$ cat src/rtl/core/prfm_pkg.sv
// ----------------------------------------------------------------------------
// prfm_pkg
// Shared types and constants for the first-match policy rule engine.
// ----------------------------------------------------------------------------
`default_nettype none

package prfm_pkg;

   localparam int MAX_RULES_DEF = 64;

   localparam int DOMAIN_W   = 16;
   localparam int ACT_W      = 8;
   localparam int TRUST_W    = 16;
   localparam int CAPS_W     = 32;
   localparam int RULE_IDX_W = 6;   // width of the reported rule index
   localparam int BIAS_W     = 7;   // holds -50..+50
   localparam int NEED_MIN_W = 7;   // holds 0..100

   localparam int BIAS_LIM   = 50;
   localparam int TRUST_CEIL = 100;

   typedef enum logic [1:0] {
      VERDICT_DENY     = 2'd0,
      VERDICT_ALLOW    = 2'd1,
      VERDICT_ESCALATE = 2'd2
   } verdict_type;

   typedef enum logic {
      OP_ADD  = 1'b0,
      OP_EVAL = 1'b1
   } op_type;

   typedef enum logic [1:0] {
      ST_IDLE,
      ST_SCAN,
      ST_JUDGE,
      ST_EMIT
   } state_type;

   typedef struct packed {
      logic                any;
      logic [DOMAIN_W-1:0] domain;
      logic [ACT_W-1:0]    act;
   } key_type;

   typedef struct packed {
      logic signed [TRUST_W-1:0] trust_floor;
      logic [CAPS_W-1:0]         caps;
   } need_type;

   typedef struct packed {
      key_type  key;
      need_type need;
   } rule_type;

endpackage

`default_nettype wire

$ cat src/rtl/core/prfm_if.sv
// ----------------------------------------------------------------------------
// prfm request / response channels
// Valid/ready channels carrying the request and response payloads.
// ----------------------------------------------------------------------------
`default_nettype none

interface prfm_req_if;
   import prfm_pkg::*;

   logic                       valid;
   logic                       ready;
   logic                       action;
   logic                       rule_any_domain;
   logic [DOMAIN_W-1:0]        rule_domain;
   logic [ACT_W-1:0]           action_code;
   logic signed [TRUST_W-1:0]  rule_min_trust;
   logic [CAPS_W-1:0]          rule_caps;
   logic                       subject_blocked;
   logic [DOMAIN_W-1:0]        subject_domain;
   logic signed [TRUST_W-1:0]  subject_score;
   logic signed [TRUST_W-1:0]  subject_bias;
   logic [CAPS_W-1:0]          subject_caps;

   modport source (
      output valid, action, rule_any_domain, rule_domain, action_code,
             rule_min_trust, rule_caps, subject_blocked, subject_domain,
             subject_score, subject_bias, subject_caps,
      input  ready
   );

   modport sink (
      input  valid, action, rule_any_domain, rule_domain, action_code,
             rule_min_trust, rule_caps, subject_blocked, subject_domain,
             subject_score, subject_bias, subject_caps,
      output ready
   );
endinterface

interface prfm_rsp_if;
   import prfm_pkg::*;

   logic                  valid;
   logic                  ready;
   verdict_type           verdict;
   logic                  matched;
   logic [RULE_IDX_W-1:0] rule_index;
   logic                  table_full;

   modport source (
      output valid, verdict, matched, rule_index, table_full,
      input  ready
   );

   modport sink (
      input  valid, verdict, matched, rule_index, table_full,
      output ready
   );
endinterface

`default_nettype wire

$ cat src/rtl/core/policy_rule_first_match_unit.sv
// ----------------------------------------------------------------------------
// policy_rule_first_match_unit
// Append-only rule table with an in-order first-match policy scan.
// ----------------------------------------------------------------------------
// Add request, or evaluate of a blocked subject: IDLE goes straight to EMIT, and the
//   response register loads from EMIT once the response slot is free.
// Evaluate: one rule read per cycle from the table memory; a match at index k
//   goes SCAN, JUDGE, EMIT and reports k; no match over n rules goes from SCAN to EMIT.
// One request at a time; the next is taken the cycle after the response loads.
// Reset (synchronous, active high) empties the table; entries are not cleared.
// ----------------------------------------------------------------------------
`default_nettype none

module policy_rule_first_match_unit #(
   parameter int MAX_RULES = prfm_pkg::MAX_RULES_DEF
) (
   input  wire logic   clock,
   input  wire logic   reset,
   prfm_req_if.sink    req_chan,
   prfm_rsp_if.source  rsp_chan
);
   import prfm_pkg::*;

   // Count must hold MAX_RULES itself; index addresses the table.
   localparam int CNT_W = $clog2(MAX_RULES + 1);
   localparam int IDX_W = (MAX_RULES > 1) ? $clog2(MAX_RULES) : 1;

   // ------------------------------------------------------------------
   // Registers
   // ------------------------------------------------------------------
   state_type                 state_ff,       state_in;
   logic [CNT_W-1:0]          count_ff,       count_in;
   logic [CNT_W-1:0]          ptr_ff,         ptr_in;       // next rule to read
   logic                      pend_ff,        pend_in;      // read data valid now
   logic [IDX_W-1:0]          pend_idx_ff,    pend_idx_in;  // index of that read

   // request fields latched for the scan
   logic [DOMAIN_W-1:0]       dom_ff,         dom_in;
   logic [ACT_W-1:0]          act_ff,         act_in;
   logic signed [TRUST_W-1:0] score_ff,       score_in;
   logic signed [BIAS_W-1:0]  bias_ff,        bias_in;
   logic [CAPS_W-1:0]         have_ff,        have_in;

   // matched rule
   need_type                  hit_need_ff,    hit_need_in;
   logic [IDX_W-1:0]          hit_idx_ff,     hit_idx_in;

   // pending result
   verdict_type               res_verdict_ff, res_verdict_in;
   logic                      res_matched_ff, res_matched_in;
   logic [RULE_IDX_W-1:0]     res_idx_ff,     res_idx_in;
   logic                      res_full_ff,    res_full_in;

   // response output register
   logic                      rsp_valid_ff,   rsp_valid_in;
   verdict_type               rsp_verdict_ff, rsp_verdict_in;
   logic                      rsp_matched_ff, rsp_matched_in;
   logic [RULE_IDX_W-1:0]     rsp_idx_ff,     rsp_idx_in;
   logic                      rsp_full_ff,    rsp_full_in;

   // ------------------------------------------------------------------
   // Control wires
   // ------------------------------------------------------------------
   logic        req_fire;
   logic        is_add;
   logic        room;       // table not yet full
   logic        more;       // rules left to read
   logic        rd_issue;
   logic        hit;
   logic        slot_free;  // response register can take a new response
   logic        wr_en;
   rule_type    wr_rule;
   rule_type    rd_rule;
   verdict_type judge_verdict;

   assign req_fire  = req_chan.valid && req_chan.ready;
   assign is_add    = (req_chan.action == OP_ADD);
   assign room      = (count_ff < CNT_W'(MAX_RULES));
   assign more      = (ptr_ff < count_ff);
   assign slot_free = !rsp_valid_ff || rsp_chan.ready;

   // First match: domain (or wildcard) and action on the word read last cycle.
   assign hit = (state_ff == ST_SCAN) && pend_ff
             && (rd_rule.key.any || (rd_rule.key.domain == dom_ff))
             && (rd_rule.key.act == act_ff);

   assign wr_rule.key.any          = req_chan.rule_any_domain;
   assign wr_rule.key.domain       = req_chan.rule_domain;
   assign wr_rule.key.act          = req_chan.action_code;
   assign wr_rule.need.trust_floor = req_chan.rule_min_trust;
   assign wr_rule.need.caps        = req_chan.rule_caps;

   // ------------------------------------------------------------------
   // Rule table. Writes happen only on add acceptance in IDLE and reads
   // only during SCAN, so the two ports never touch the same entry in
   // overlapping cycles.
   // ------------------------------------------------------------------
   prfm_rule_mem #(
      .DEPTH (MAX_RULES),
      .IDX_W (IDX_W)
   ) u_rule_mem (
      .clock   (clock),
      .wr_en   (wr_en),
      .wr_addr (count_ff[IDX_W-1:0]),
      .wr_rule (wr_rule),
      .rd_en   (rd_issue),
      .rd_addr (ptr_ff[IDX_W-1:0]),
      .rd_rule (rd_rule)
   );

   prfm_judge u_judge (
      .need    (hit_need_ff),
      .bias    (bias_ff),
      .score   (score_ff),
      .have    (have_ff),
      .verdict (judge_verdict)
   );

   // ------------------------------------------------------------------
   // Next state
   // ------------------------------------------------------------------
   always_comb begin
      state_in = state_ff;
      unique case (state_ff)
         ST_IDLE: begin
            if (req_fire) begin
               if (is_add || req_chan.subject_blocked) begin
                  state_in = ST_EMIT;
               end else begin
                  state_in = ST_SCAN;
               end
            end
         end
         ST_SCAN: begin
            priority if (hit) begin
               state_in = ST_JUDGE;
            end else if (!pend_ff && !more) begin
               state_in = ST_EMIT;   // ran off the end: no match
            end else begin
               state_in = ST_SCAN;
            end
         end
         ST_JUDGE: begin
            state_in = ST_EMIT;
         end
         ST_EMIT: begin
            if (slot_free) begin
               state_in = ST_IDLE;
            end
         end
         default: begin
            state_in = ST_IDLE;
         end
      endcase
   end

   // ------------------------------------------------------------------
   // Outputs and datapath
   // ------------------------------------------------------------------
   assign req_chan.ready = (state_ff == ST_IDLE);
   assign rd_issue       = (state_ff == ST_SCAN) && more;
   assign wr_en          = req_fire && is_add && room;

   always_comb begin
      count_in       = count_ff;
      ptr_in         = ptr_ff;
      pend_in        = 1'b0;
      pend_idx_in    = ptr_ff[IDX_W-1:0];
      dom_in         = dom_ff;
      act_in         = act_ff;
      score_in       = score_ff;
      bias_in        = bias_ff;
      have_in        = have_ff;
      hit_need_in    = hit_need_ff;
      hit_idx_in     = hit_idx_ff;
      res_verdict_in = res_verdict_ff;
      res_matched_in = res_matched_ff;
      res_idx_in     = res_idx_ff;
      res_full_in    = res_full_ff;

      unique case (state_ff)
         ST_IDLE: begin
            ptr_in = '0;
            if (req_fire) begin
               dom_in   = req_chan.subject_domain;
               act_in   = req_chan.action_code;
               score_in = req_chan.subject_score;
               have_in  = req_chan.subject_caps;
               // bias clamped to +/-50 once, at acceptance
               priority if (req_chan.subject_bias < $signed(TRUST_W'(-BIAS_LIM))) begin
                  bias_in = BIAS_W'(-BIAS_LIM);
               end else if (req_chan.subject_bias > $signed(TRUST_W'(BIAS_LIM))) begin
                  bias_in = BIAS_W'(BIAS_LIM);
               end else begin
                  bias_in = req_chan.subject_bias[BIAS_W-1:0];
               end
               // default response: deny, no match
               res_verdict_in = VERDICT_DENY;
               res_matched_in = 1'b0;
               res_idx_in     = '0;
               res_full_in    = is_add && !room;
               if (wr_en) begin
                  count_in = count_ff + CNT_W'(1);
               end
            end
         end
         ST_SCAN: begin
            if (rd_issue) begin
               ptr_in  = ptr_ff + CNT_W'(1);
               pend_in = 1'b1;
            end
            if (hit) begin
               hit_need_in = rd_rule.need;
               hit_idx_in  = pend_idx_ff;
            end
         end
         ST_JUDGE: begin
            res_verdict_in = judge_verdict;
            res_matched_in = 1'b1;
            res_idx_in     = RULE_IDX_W'(hit_idx_ff);   // index modulo 64
         end
         ST_EMIT: begin
         end
         default: begin
         end
      endcase
   end

   // Response register: loads from EMIT, drains on rsp ready.
   always_comb begin
      rsp_valid_in   = rsp_valid_ff && !rsp_chan.ready;
      rsp_verdict_in = rsp_verdict_ff;
      rsp_matched_in = rsp_matched_ff;
      rsp_idx_in     = rsp_idx_ff;
      rsp_full_in    = rsp_full_ff;
      if ((state_ff == ST_EMIT) && slot_free) begin
         rsp_valid_in   = 1'b1;
         rsp_verdict_in = res_verdict_ff;
         rsp_matched_in = res_matched_ff;
         rsp_idx_in     = res_idx_ff;
         rsp_full_in    = res_full_ff;
      end
   end

   assign rsp_chan.valid      = rsp_valid_ff;
   assign rsp_chan.verdict    = rsp_verdict_ff;
   assign rsp_chan.matched    = rsp_matched_ff;
   assign rsp_chan.rule_index = rsp_idx_ff;
   assign rsp_chan.table_full = rsp_full_ff;

   // ------------------------------------------------------------------
   // Flops
   // ------------------------------------------------------------------
   always_ff @(posedge clock) begin
      if (reset) begin
         state_ff     <= ST_IDLE;
         count_ff     <= '0;
         ptr_ff       <= '0;
         pend_ff      <= 1'b0;
         rsp_valid_ff <= 1'b0;
      end else begin
         state_ff     <= state_in;
         count_ff     <= count_in;
         ptr_ff       <= ptr_in;
         pend_ff      <= pend_in;
         rsp_valid_ff <= rsp_valid_in;
      end
   end

   always_ff @(posedge clock) begin
      pend_idx_ff    <= pend_idx_in;
      dom_ff         <= dom_in;
      act_ff         <= act_in;
      score_ff       <= score_in;
      bias_ff        <= bias_in;
      have_ff        <= have_in;
      hit_need_ff    <= hit_need_in;
      hit_idx_ff     <= hit_idx_in;
      res_verdict_ff <= res_verdict_in;
      res_matched_ff <= res_matched_in;
      res_idx_ff     <= res_idx_in;
      res_full_ff    <= res_full_in;
      rsp_verdict_ff <= rsp_verdict_in;
      rsp_matched_ff <= rsp_matched_in;
      rsp_idx_ff     <= rsp_idx_in;
      rsp_full_ff    <= rsp_full_in;
   end

   // ------------------------------------------------------------------
   // Assertions
   // ------------------------------------------------------------------
   a_count_bound: assert property (@(posedge clock) disable iff (reset)
      count_ff <= CNT_W'(MAX_RULES))
      else $error("rule count beyond table depth");

   a_accept_leaves_idle: assert property (@(posedge clock) disable iff (reset)
      req_fire |=> (state_ff != ST_IDLE))
      else $error("request accepted but engine stayed idle");

   a_rsp_from_emit: assert property (@(posedge clock) disable iff (reset)
      $rose(rsp_valid_ff) |-> ($past(state_ff) == ST_EMIT))
      else $error("response loaded outside emit state");

   a_full_is_plain_deny: assert property (@(posedge clock) disable iff (reset)
      (rsp_valid_ff && rsp_full_ff)
         |-> (!rsp_matched_ff && (rsp_verdict_ff == VERDICT_DENY)))
      else $error("table-full response carries a match or non-deny verdict");

endmodule

`default_nettype wire

$ cat src/rtl/core/prfm_rule_mem.sv
// ----------------------------------------------------------------------------
// prfm_rule_mem
// Rule table storage: key and need arrays, one write and one registered read.
// ----------------------------------------------------------------------------
`default_nettype none

module prfm_rule_mem #(
   parameter int DEPTH = prfm_pkg::MAX_RULES_DEF,
   parameter int IDX_W = 6
) (
   input  wire logic              clock,
   input  wire logic              wr_en,
   input  wire logic [IDX_W-1:0]  wr_addr,
   input  wire prfm_pkg::rule_type wr_rule,
   input  wire logic              rd_en,
   input  wire logic [IDX_W-1:0]  rd_addr,
   output      prfm_pkg::rule_type rd_rule
);
   import prfm_pkg::*;

   key_type  key_mem  [DEPTH];
   need_type need_mem [DEPTH];

   key_type  rd_key_ff;
   need_type rd_need_ff;

   always_ff @(posedge clock) begin
      if (wr_en) begin
         key_mem[wr_addr]  <= wr_rule.key;
         need_mem[wr_addr] <= wr_rule.need;
      end
      if (rd_en) begin
         rd_key_ff  <= key_mem[rd_addr];
         rd_need_ff <= need_mem[rd_addr];
      end
   end

   assign rd_rule.key  = rd_key_ff;
   assign rd_rule.need = rd_need_ff;

endmodule

`default_nettype wire

$ cat src/rtl/core/prfm_judge.sv
// ----------------------------------------------------------------------------
// prfm_judge
// Verdict for a matched rule: biased trust floor check, then capability check.
// ----------------------------------------------------------------------------
`default_nettype none

module prfm_judge (
   input  wire prfm_pkg::need_type                  need,
   input  wire logic signed [prfm_pkg::BIAS_W-1:0]  bias,
   input  wire logic signed [prfm_pkg::TRUST_W-1:0] score,
   input  wire logic [prfm_pkg::CAPS_W-1:0]         have,
   output      prfm_pkg::verdict_type               verdict
);
   import prfm_pkg::*;

   logic signed [TRUST_W:0]   sum;
   logic [NEED_MIN_W-1:0]     need_min;
   logic                      below;
   logic                      caps_miss;

   always_comb begin
      sum = $signed({need.trust_floor[TRUST_W-1], need.trust_floor})
          + $signed({{(TRUST_W+1-BIAS_W){bias[BIAS_W-1]}}, bias});

      // clamp biased floor into 0..100
      priority if (sum < $signed((TRUST_W+1)'(0))) begin
         need_min = '0;
      end else if (sum > $signed((TRUST_W+1)'(TRUST_CEIL))) begin
         need_min = NEED_MIN_W'(TRUST_CEIL);
      end else begin
         need_min = sum[NEED_MIN_W-1:0];
      end

      below     = score < $signed({{(TRUST_W-NEED_MIN_W){1'b0}}, need_min});
      // an empty mask always passes
      caps_miss = (have & need.caps) != need.caps;

      priority if (below) begin
         verdict = VERDICT_DENY;
      end else if (caps_miss) begin
         verdict = VERDICT_ESCALATE;
      end else begin
         verdict = VERDICT_ALLOW;
      end
   end

endmodule

`default_nettype wire

$ cat src/flat_wrapper.sv
// flat-port wrapper written by rule: the top's interface ports become plain ports
module policy_rule_first_match_unit_flat import prfm_pkg::*;
#(
   parameter int MAX_RULES = prfm_pkg::MAX_RULES_DEF
)
  (clock, reset, req_chan_valid, req_chan_action, req_chan_rule_any_domain, req_chan_rule_domain, req_chan_action_code, req_chan_rule_min_trust, req_chan_rule_caps, req_chan_subject_blocked, req_chan_subject_domain, req_chan_subject_score, req_chan_subject_bias, req_chan_subject_caps, req_chan_ready, rsp_chan_valid, rsp_chan_verdict, rsp_chan_matched, rsp_chan_rule_index, rsp_chan_table_full, rsp_chan_ready);
  prfm_req_if req_chan_i ();
  prfm_rsp_if rsp_chan_i ();
  input  wire logic clock;
  input  wire logic reset;
  input wire logic [$bits(req_chan_i.valid)-1:0] req_chan_valid;
  input wire logic [$bits(req_chan_i.action)-1:0] req_chan_action;
  input wire logic [$bits(req_chan_i.rule_any_domain)-1:0] req_chan_rule_any_domain;
  input wire logic [$bits(req_chan_i.rule_domain)-1:0] req_chan_rule_domain;
  input wire logic [$bits(req_chan_i.action_code)-1:0] req_chan_action_code;
  input wire logic [$bits(req_chan_i.rule_min_trust)-1:0] req_chan_rule_min_trust;
  input wire logic [$bits(req_chan_i.rule_caps)-1:0] req_chan_rule_caps;
  input wire logic [$bits(req_chan_i.subject_blocked)-1:0] req_chan_subject_blocked;
  input wire logic [$bits(req_chan_i.subject_domain)-1:0] req_chan_subject_domain;
  input wire logic [$bits(req_chan_i.subject_score)-1:0] req_chan_subject_score;
  input wire logic [$bits(req_chan_i.subject_bias)-1:0] req_chan_subject_bias;
  input wire logic [$bits(req_chan_i.subject_caps)-1:0] req_chan_subject_caps;
  output wire logic [$bits(req_chan_i.ready)-1:0] req_chan_ready;
  output wire logic [$bits(rsp_chan_i.valid)-1:0] rsp_chan_valid;
  output wire logic [$bits(rsp_chan_i.verdict)-1:0] rsp_chan_verdict;
  output wire logic [$bits(rsp_chan_i.matched)-1:0] rsp_chan_matched;
  output wire logic [$bits(rsp_chan_i.rule_index)-1:0] rsp_chan_rule_index;
  output wire logic [$bits(rsp_chan_i.table_full)-1:0] rsp_chan_table_full;
  input wire logic [$bits(rsp_chan_i.ready)-1:0] rsp_chan_ready;
  assign req_chan_i.valid = req_chan_valid;
  assign req_chan_i.action = req_chan_action;
  assign req_chan_i.rule_any_domain = req_chan_rule_any_domain;
  assign req_chan_i.rule_domain = req_chan_rule_domain;
  assign req_chan_i.action_code = req_chan_action_code;
  assign req_chan_i.rule_min_trust = req_chan_rule_min_trust;
  assign req_chan_i.rule_caps = req_chan_rule_caps;
  assign req_chan_i.subject_blocked = req_chan_subject_blocked;
  assign req_chan_i.subject_domain = req_chan_subject_domain;
  assign req_chan_i.subject_score = req_chan_subject_score;
  assign req_chan_i.subject_bias = req_chan_subject_bias;
  assign req_chan_i.subject_caps = req_chan_subject_caps;
  assign req_chan_ready = req_chan_i.ready;
  assign rsp_chan_valid = rsp_chan_i.valid;
  assign rsp_chan_verdict = rsp_chan_i.verdict;
  assign rsp_chan_matched = rsp_chan_i.matched;
  assign rsp_chan_rule_index = rsp_chan_i.rule_index;
  assign rsp_chan_table_full = rsp_chan_i.table_full;
  assign rsp_chan_i.ready = rsp_chan_ready;
  policy_rule_first_match_unit #(.MAX_RULES(MAX_RULES)) u_core (.clock(clock), .reset(reset), .req_chan(req_chan_i), .rsp_chan(rsp_chan_i));
endmodule
$ cat config.mk
export PLATFORM = sky130hd
export DESIGN_NAME = policy_rule_first_match_unit_flat
export DESIGN_NICKNAME = d
export VERILOG_FILES = /design/src/rtl/core/prfm_pkg.sv /design/src/rtl/core/prfm_if.sv /design/src/rtl/core/policy_rule_first_match_unit.sv /design/src/rtl/core/prfm_rule_mem.sv /design/src/rtl/core/prfm_judge.sv /design/src/flat_wrapper.sv
export SDC_FILE = /design/constraint.sdc
export NUM_CORES = 2
export LEC_CHECK = 0
export BUFFER_PORTS_ARGS = -buffer_cell sky130_fd_sc_hd__clkbuf_2
export CORE_MARGIN = 2
export CORE_UTILIZATION = 40
export CTS_BUF_LIST = sky130_fd_sc_hd__clkbuf_2 sky130_fd_sc_hd__clkbuf_4 sky130_fd_sc_hd__clkbuf_8
export DETAILED_ROUTE_END_ITERATION = 10
export PLACE_DENSITY = 0.53
export SYNTH_ARGS = -nofsm -noshare
export SYNTH_HDL_FRONTEND = slang
export SYNTH_MEMORY_MAX_BITS = 65536
export SYNTH_SLANG_ARGS = --single-unit
$ cat constraint.sdc
create_clock -name clock -period 9.9 [get_ports clock]
set_input_delay 0.99 -clock clock [delete_from_list [all_inputs] [get_ports clock]]
set_output_delay 0.99 -clock clock [all_outputs]
set_load 0.05 [all_outputs]
# Word-level counts from Yosys, hierarchy flattened
# Memories as Yosys holds them, arrays and structs flattened. A register that Yosys moved wholly into a read port is not among the register bits.
# Cells that the tools add are included.
# W data, S select, Z words.
# classes
n_eq_ne,9
magnitude_cmp,7
addsub,3
n_bitwise,3
mux,23
reduce_logical,30
# op_table
op,count
$and A32 B32 Y32,1
$ne A32 B32 Y1,1
$mux W7,4
$add A16 B7 Y17,1
$gt A17 B8 Y1 const B,1
$lt A17 B1 Y1 const B,1
$eq A16 B16 Y1,1
$gt A16 B7 Y1 const B,1
$lt A16 B7 Y1 const B,1
$lt A16 B8 Y1,1
$mux W2,8
$add A7 B1 Y7 const B,2
$pmux W7 S2,1
$pmux W6 S2,1
$logic_and A1 B1 Y1,11
$reduce_and A2 Y1,5
$eq A8 B8 Y1,1
$pmux W2 S4,1
$lt A7 B7 Y1,1
$lt A7 B7 Y1 const B,1
$mux W6,1
$logic_not A1 Y1,5
$mux W1,5
$eq A2 B2 Y1 const B,2
11 further kinds,17
# totals
inputBits,159
elab_cells,100
ramBits,4672
ff_bits,177
mem_count,2
output_inout_bits,12
# memory_table
name,depth,width,rd,rd_ports_with_merged_regs,wr,line_no,source
u_core.u_rule_mem.need_mem,64,48,1,1,1,prfm_rule_mem.sv:22,need_type need_mem [DEPTH];
u_core.u_rule_mem.key_mem,64,25,1,1,1,prfm_rule_mem.sv:21,key_type key_mem [DEPTH];

# Logic depth before layout (Yosys ltp)
# depth
depth_word,7
depth_mapped,18

# Modules after synthesis
# From an unflattened synthesis, not the netlist that was laid out.
# hier_totals
hier_cells,7971
hier_area_um2,186159.8
# modules_own_cells
module,instances,cells_per_inst,seq_area_each_um2,area_per_inst_um2
prfm_rule_mem,1,7400,142486.7,178426.1
policy_rule_first_match_unit,1,341,5074.9,6190.9
prfm_judge,1,230,0.0,1542.7

# Worst setup path before layout
# OpenSTA, ideal clock, no wires.
# synth_timing
kind,register to register
start,reg u_core.state_ff[1]
end,mem u_core.u_rule_mem.key_mem[63][0] (netlist name) (enable)
path_slack_ns,4.040
t_arrival_ns,5.355
period_less_slack_ns,5.860
setup_time_ns,0.505
path_stages_with_launch,6
n_path_buf,0
t_required_ns,9.395
path_cell_list,dfxtp_1 > nor2_1 > nand2_1 > nor3_2 > nand4_1 > nor2_1
# synth_between
elab_chain_cells,6
# synth_rtl
item,line_no,source
"start, declared",policy_rule_first_match_unit.sv:31,"state_type state_ff, state_in;"
"start signal, assigned",policy_rule_first_match_unit.sv:262,state_ff <= state_in;
$logic_not A2 Y1,policy_rule_first_match_unit.sv:160,assign req_chan.ready = (state_ff == ST_IDLE);
named net req_chan_ready,flat_wrapper.sv:23,output wire logic [$bits(req_chan_i.ready)-1:0] req_chan_ready;
$logic_and A1 B1 Y1,policy_rule_first_match_unit.sv:76,assign req_fire = req_chan.valid && req_chan.ready;
$logic_and A1 B1 Y1 (2 in series),policy_rule_first_match_unit.sv:162,assign wr_en = req_fire && is_add && room;
$mux W1,prfm_rule_mem.sv:28,if (wr_en) begin
$mux W1 (implied by the code),prfm_rule_mem.sv:29,key_mem[wr_addr] <= wr_rule.key;
"end, declared",prfm_rule_mem.sv:21,
# The timed path passes the listed nets, and every way through them passes these cells.

# Worst setup path in the final report
# layout_timing
start,reg u_core.state_ff[1]
end,mem u_core.u_rule_mem.key_mem[61][5] (netlist name) (enable)
# layout_between
elab_chain_cells,6
# layout_rtl
item,line_no
$logic_not A2 Y1,policy_rule_first_match_unit.sv:160
$logic_and A1 B1 Y1,policy_rule_first_match_unit.sv:76
$logic_and A1 B1 Y1 (2 in series),policy_rule_first_match_unit.sv:162
$mux W1,prfm_rule_mem.sv:28
$mux W1 (implied by the code),prfm_rule_mem.sv:29
# No other way between the ends.

==> results by group <==
Yosys
  • Asr flop ratio synth: 0%
  • Average size of a mapped cell: 25.7 um2
  • Synth Flop Type: edfxtp_1
  • Post-Synthesis Cells: 7258
  • Flops & latches, synth: 4922
  • Yosys top cell by area: edfxtp_1
  • Post-synth EDFFs: 4898
  • Synth top area cells: edfxtp_1 79%, mux4_2 19%, clkbuf_1 0.37%
  • Syn Std Cell Area: 186000 um2
  • Post-Syn Nets: 7448
  • Synth unique cells: 53
  • Seq/Total Area, Yosys: 79.2%
  • YS warnings: 0
  • Top-area cell type share of the netlist area: 79.0%

CTS
  • Htree depth: 6
  • CTS clk-pin slew, worst paths: 0.07 ns
  • CTS Buffer Depth: 4
  • CTS tree: built
  • Root Buffer: clkbuf_8
  • Resize count post-CTS: 0
  • Sink Count: 4922
  • Clock insertion delay at the later pin of the skew report: 1.30 ns
  • CTS Buf Count: 790

Global routing
  • Total GRT Usage: 21.1%
  • Antenna violations before repair: 49
  • First-pass GRT wire length: 699000 um
  • Pin count of the biggest net entering global routing: 133
  • Gr ovfl total: 0
  • Number of global-route vias before repair: 89.0k

Cells and area
  • Layout cells sized above 1: 37.1%
  • Finished Layout Cells: 15.0k
  • Most common cell after layout, fill and taps aside: edfxtp_1
  • Post-route core utilization: 45.8%
  • Most frequent cells in the layout: 4898 x edfxtp_1, 1533 x mux4_2, 797 x clkbuf_8
  • Area Growth Syn to Fin: 13.9%
  • Nets: 8397

STA
  • RSZ-0062 raised after global routing: false
  • Fmax achieved: 190 MHz
  • Tcrit/Tclk final: 53.3%
  • Total Neg Setup Slack: 0 ns
  • Final Max Tran Viols: 0
  • Max transition margin: 11.2%
  • Final worst-path setup slack: 4.62 ns
  • Setup violators final: 0
  • Minimum clock period: 5.28 ns
  • Slew @ Worst Pin: 1.33 ns
  • Setup Skew: 0.0876 ns
  • Final Hold Viols: 0

Floorplanning
  • Initial Utilization: 40.2%
  • FP Rows: 250
  • DIE AREA: 471000 um2
  • Die width: 686 um
  • I/O pins: 171
  • Core region area: 464000 um2
  • Die Ht: 686 um

Critical path
  • Crit. End Element: flop
  • Type of origin of the critical path: flop
  • Origin of the worst setup path: u_core.state_ff[1]$_SDFFE_PP0P_
  • Worst EP required: 10.78 ns
  • Slowest cell on the critical path: nand4_1
  • Worst path cell trace: nor2_1 -> nand2_1 -> nor3_2 -> nand4_1 -> nor2_4 -> buf_4 -> buf_4
  • Setup CP Type: flop to flop
  • R2r startpoint: u_core.state_ff[1]$_SDFFE_PP0P_
  • Crit-path max FO: 34
  • CP max stage delay: 0.94 ns
  • Cell mode on critical path: buf_4
  • Worst EP arrival: 6.15 ns

Job
  • Max Cap Violations: 0

Drt
  • Post-Route WL: 502000 um
  • Vias/cell: 5.71
  • Post-DR wirelength/cell: 33.4 um
  • DR pass1 iterations: 5
  • Residual DRC: 0
  • Vias: 85.8k
  • DRT iter0 DRCs: 9829
  • Antenna-violating nets left: 0

Power and ir drop
  • Static leakage: 63.5 nW
  • Power density over the cells: 193 nW/um2
  • Tot Pwr: 41.0 mW
  • Maximum VDD drop: 0.000148 V

Placement
  • Dpl cells: 13.5k
  • Post-DP HPWL: 272000 um
  • Dpl ws: 4.42 ns
  • RD Place Congestion: 0.763
  • Port bufs: 170

Worst hold path
  • HP Class: primary input to flop
  • Worst hold start: req_chan_subject_bias[14]

Run status
  • Status: completed
[power by group]
| group | switching [mW] | internal (mW) |
|---|---|---|
| Combinational | 0.657 | 0.321 |
| Sequential | 0.0291 | 23.0 |
| Clock | 8.06 | 8.92 |
[logic make-up (layout without fill, tap and decap cells)]
logic type      Yosys count  in the layout  synth area share (%)
flops                  4922           4922                  79.2
mux                    1535           1535                  18.6
buf+inv                 409           1987                 0.906
simple gates            225            225                 0.560
compound gates           98             98                 0.349
xor+xnor                 38             38                 0.179
fa+ha+maj                31             31                 0.212
other cells               0             22                     0
[synthesized netlist by cell type (all sizes together), types with 2 or more instances]
cell type and instances:
nand2b 6, nand4 13, a21oi 26, nand3b 2
a221oi 3, o21ai 12, nor4 8, o221ai 2
and3 3, a21boi 2, nor2b 4, or3 5
a31o 2, mux4 1533, nand2 38, xor2 8
a211o 2, a211oi 5, a21o 3, clkbuf 186
and2 7, o22ai 14, buf 168, ha 30
or2 3, inv 55, dfxtp 24, edfxtp 4898
nor2 98, xnor2 30, nor3 13, o41ai 2
a31oi 3, a2111oi 4, nand3 23, o211ai 9
[routing by layer]
layer | vias to the layer above | GRT usage [%] | part of all wire, %
met5 | - | 0 | 0.013
met4 | 10 | 4.58 | 1.9
met3 | 618 | 3.73 | 7.2
met2 | 3476 | 34.4 | 49
met1 | 47900 | 30.0 | 42
li1 | 33900 | - | -
[critical path: cells and delay by family (launching register included)]
| family | cells | cell delay (ns) |
|---|---|---|
| buffers and inverters | 2 | 1.38 |
| DFF | 1 | 0.36 |
| and+or+nand+nor | 5 | 2.92 |
[per-stage QoR]
step	cell area, um2	hold slack (ns)
final	212000	0.218
after global placement	196000	0.386
after detailed placement	196000	0.390
after global routing	212000	0.175
after floorplan	186000	0.352
after CTS	212000	0.0397
[path summary, 6_finish.rpt]
path / depth (start not counted) / slack, ns / end
worst max-delay path: 7 / 4.62 / u_core.u_rule_mem.key_mem[61][5]$_DFFE_PP_
worst min-delay path: 4 / 0.22 / u_core.bias_ff[2]$_SDFFCE_PP1P_
worst max register to register: 7 / 4.62 / u_core.u_rule_mem.key_mem[61][5]$_DFFE_PP_
worst min register to register: 0 / 0.40 / u_core.hit_idx_ff[1]$_DFFE_PP_
[cell type report]
| cell class | count | area [um2] |
|---|---|---|
| Antenna cell | 22 | 55.1 |
| Clock buffer | 1085 | 13100 |
| Clock inverter | 336 | 2070 |
| Fill cell | 38400 | 251000 |
| Inverter | 55 | 219 |
| Multi-Input combinational cell | 1927 | 37500 |
| Sequential cell | 4922 | 148000 |
| Tap cell | 6174 | 7720 |
| Timing Repair Buffer | 511 | 3890 |
[state kept, by name, indices dropped and copies added, names as in the netlist, 2 cells and up]
signal,count
u_core.rsp_chan.verdict,2
u_core.bias_ff,7
u_core.dom_ff,16
u_core.act_ff,8
u_core.u_rule_mem.need_mem,3072
u_core.hit_idx_ff,6
u_core.hit_need_ff,48
u_core.count_ff,7
u_core.state_ff,2
u_core.u_rule_mem.key_mem,1600
u_core.pend_idx_ff,6
u_core.u_rule_mem.rd_rule,73
u_core.ptr_ff,7
u_core.res_verdict_ff,2
u_core.score_ff,16
u_core.have_ff,32
u_core.res_idx_ff,6
u_core.rsp_chan.rule_index,6
[what timing repair did]
action | 4_1_cts | 5_1_grt
setup buffers | 0 | 0
hold endpoints to repair | 74 | 0
hold buffers | 75 | 0
Power figures use the tool's default switching activity.
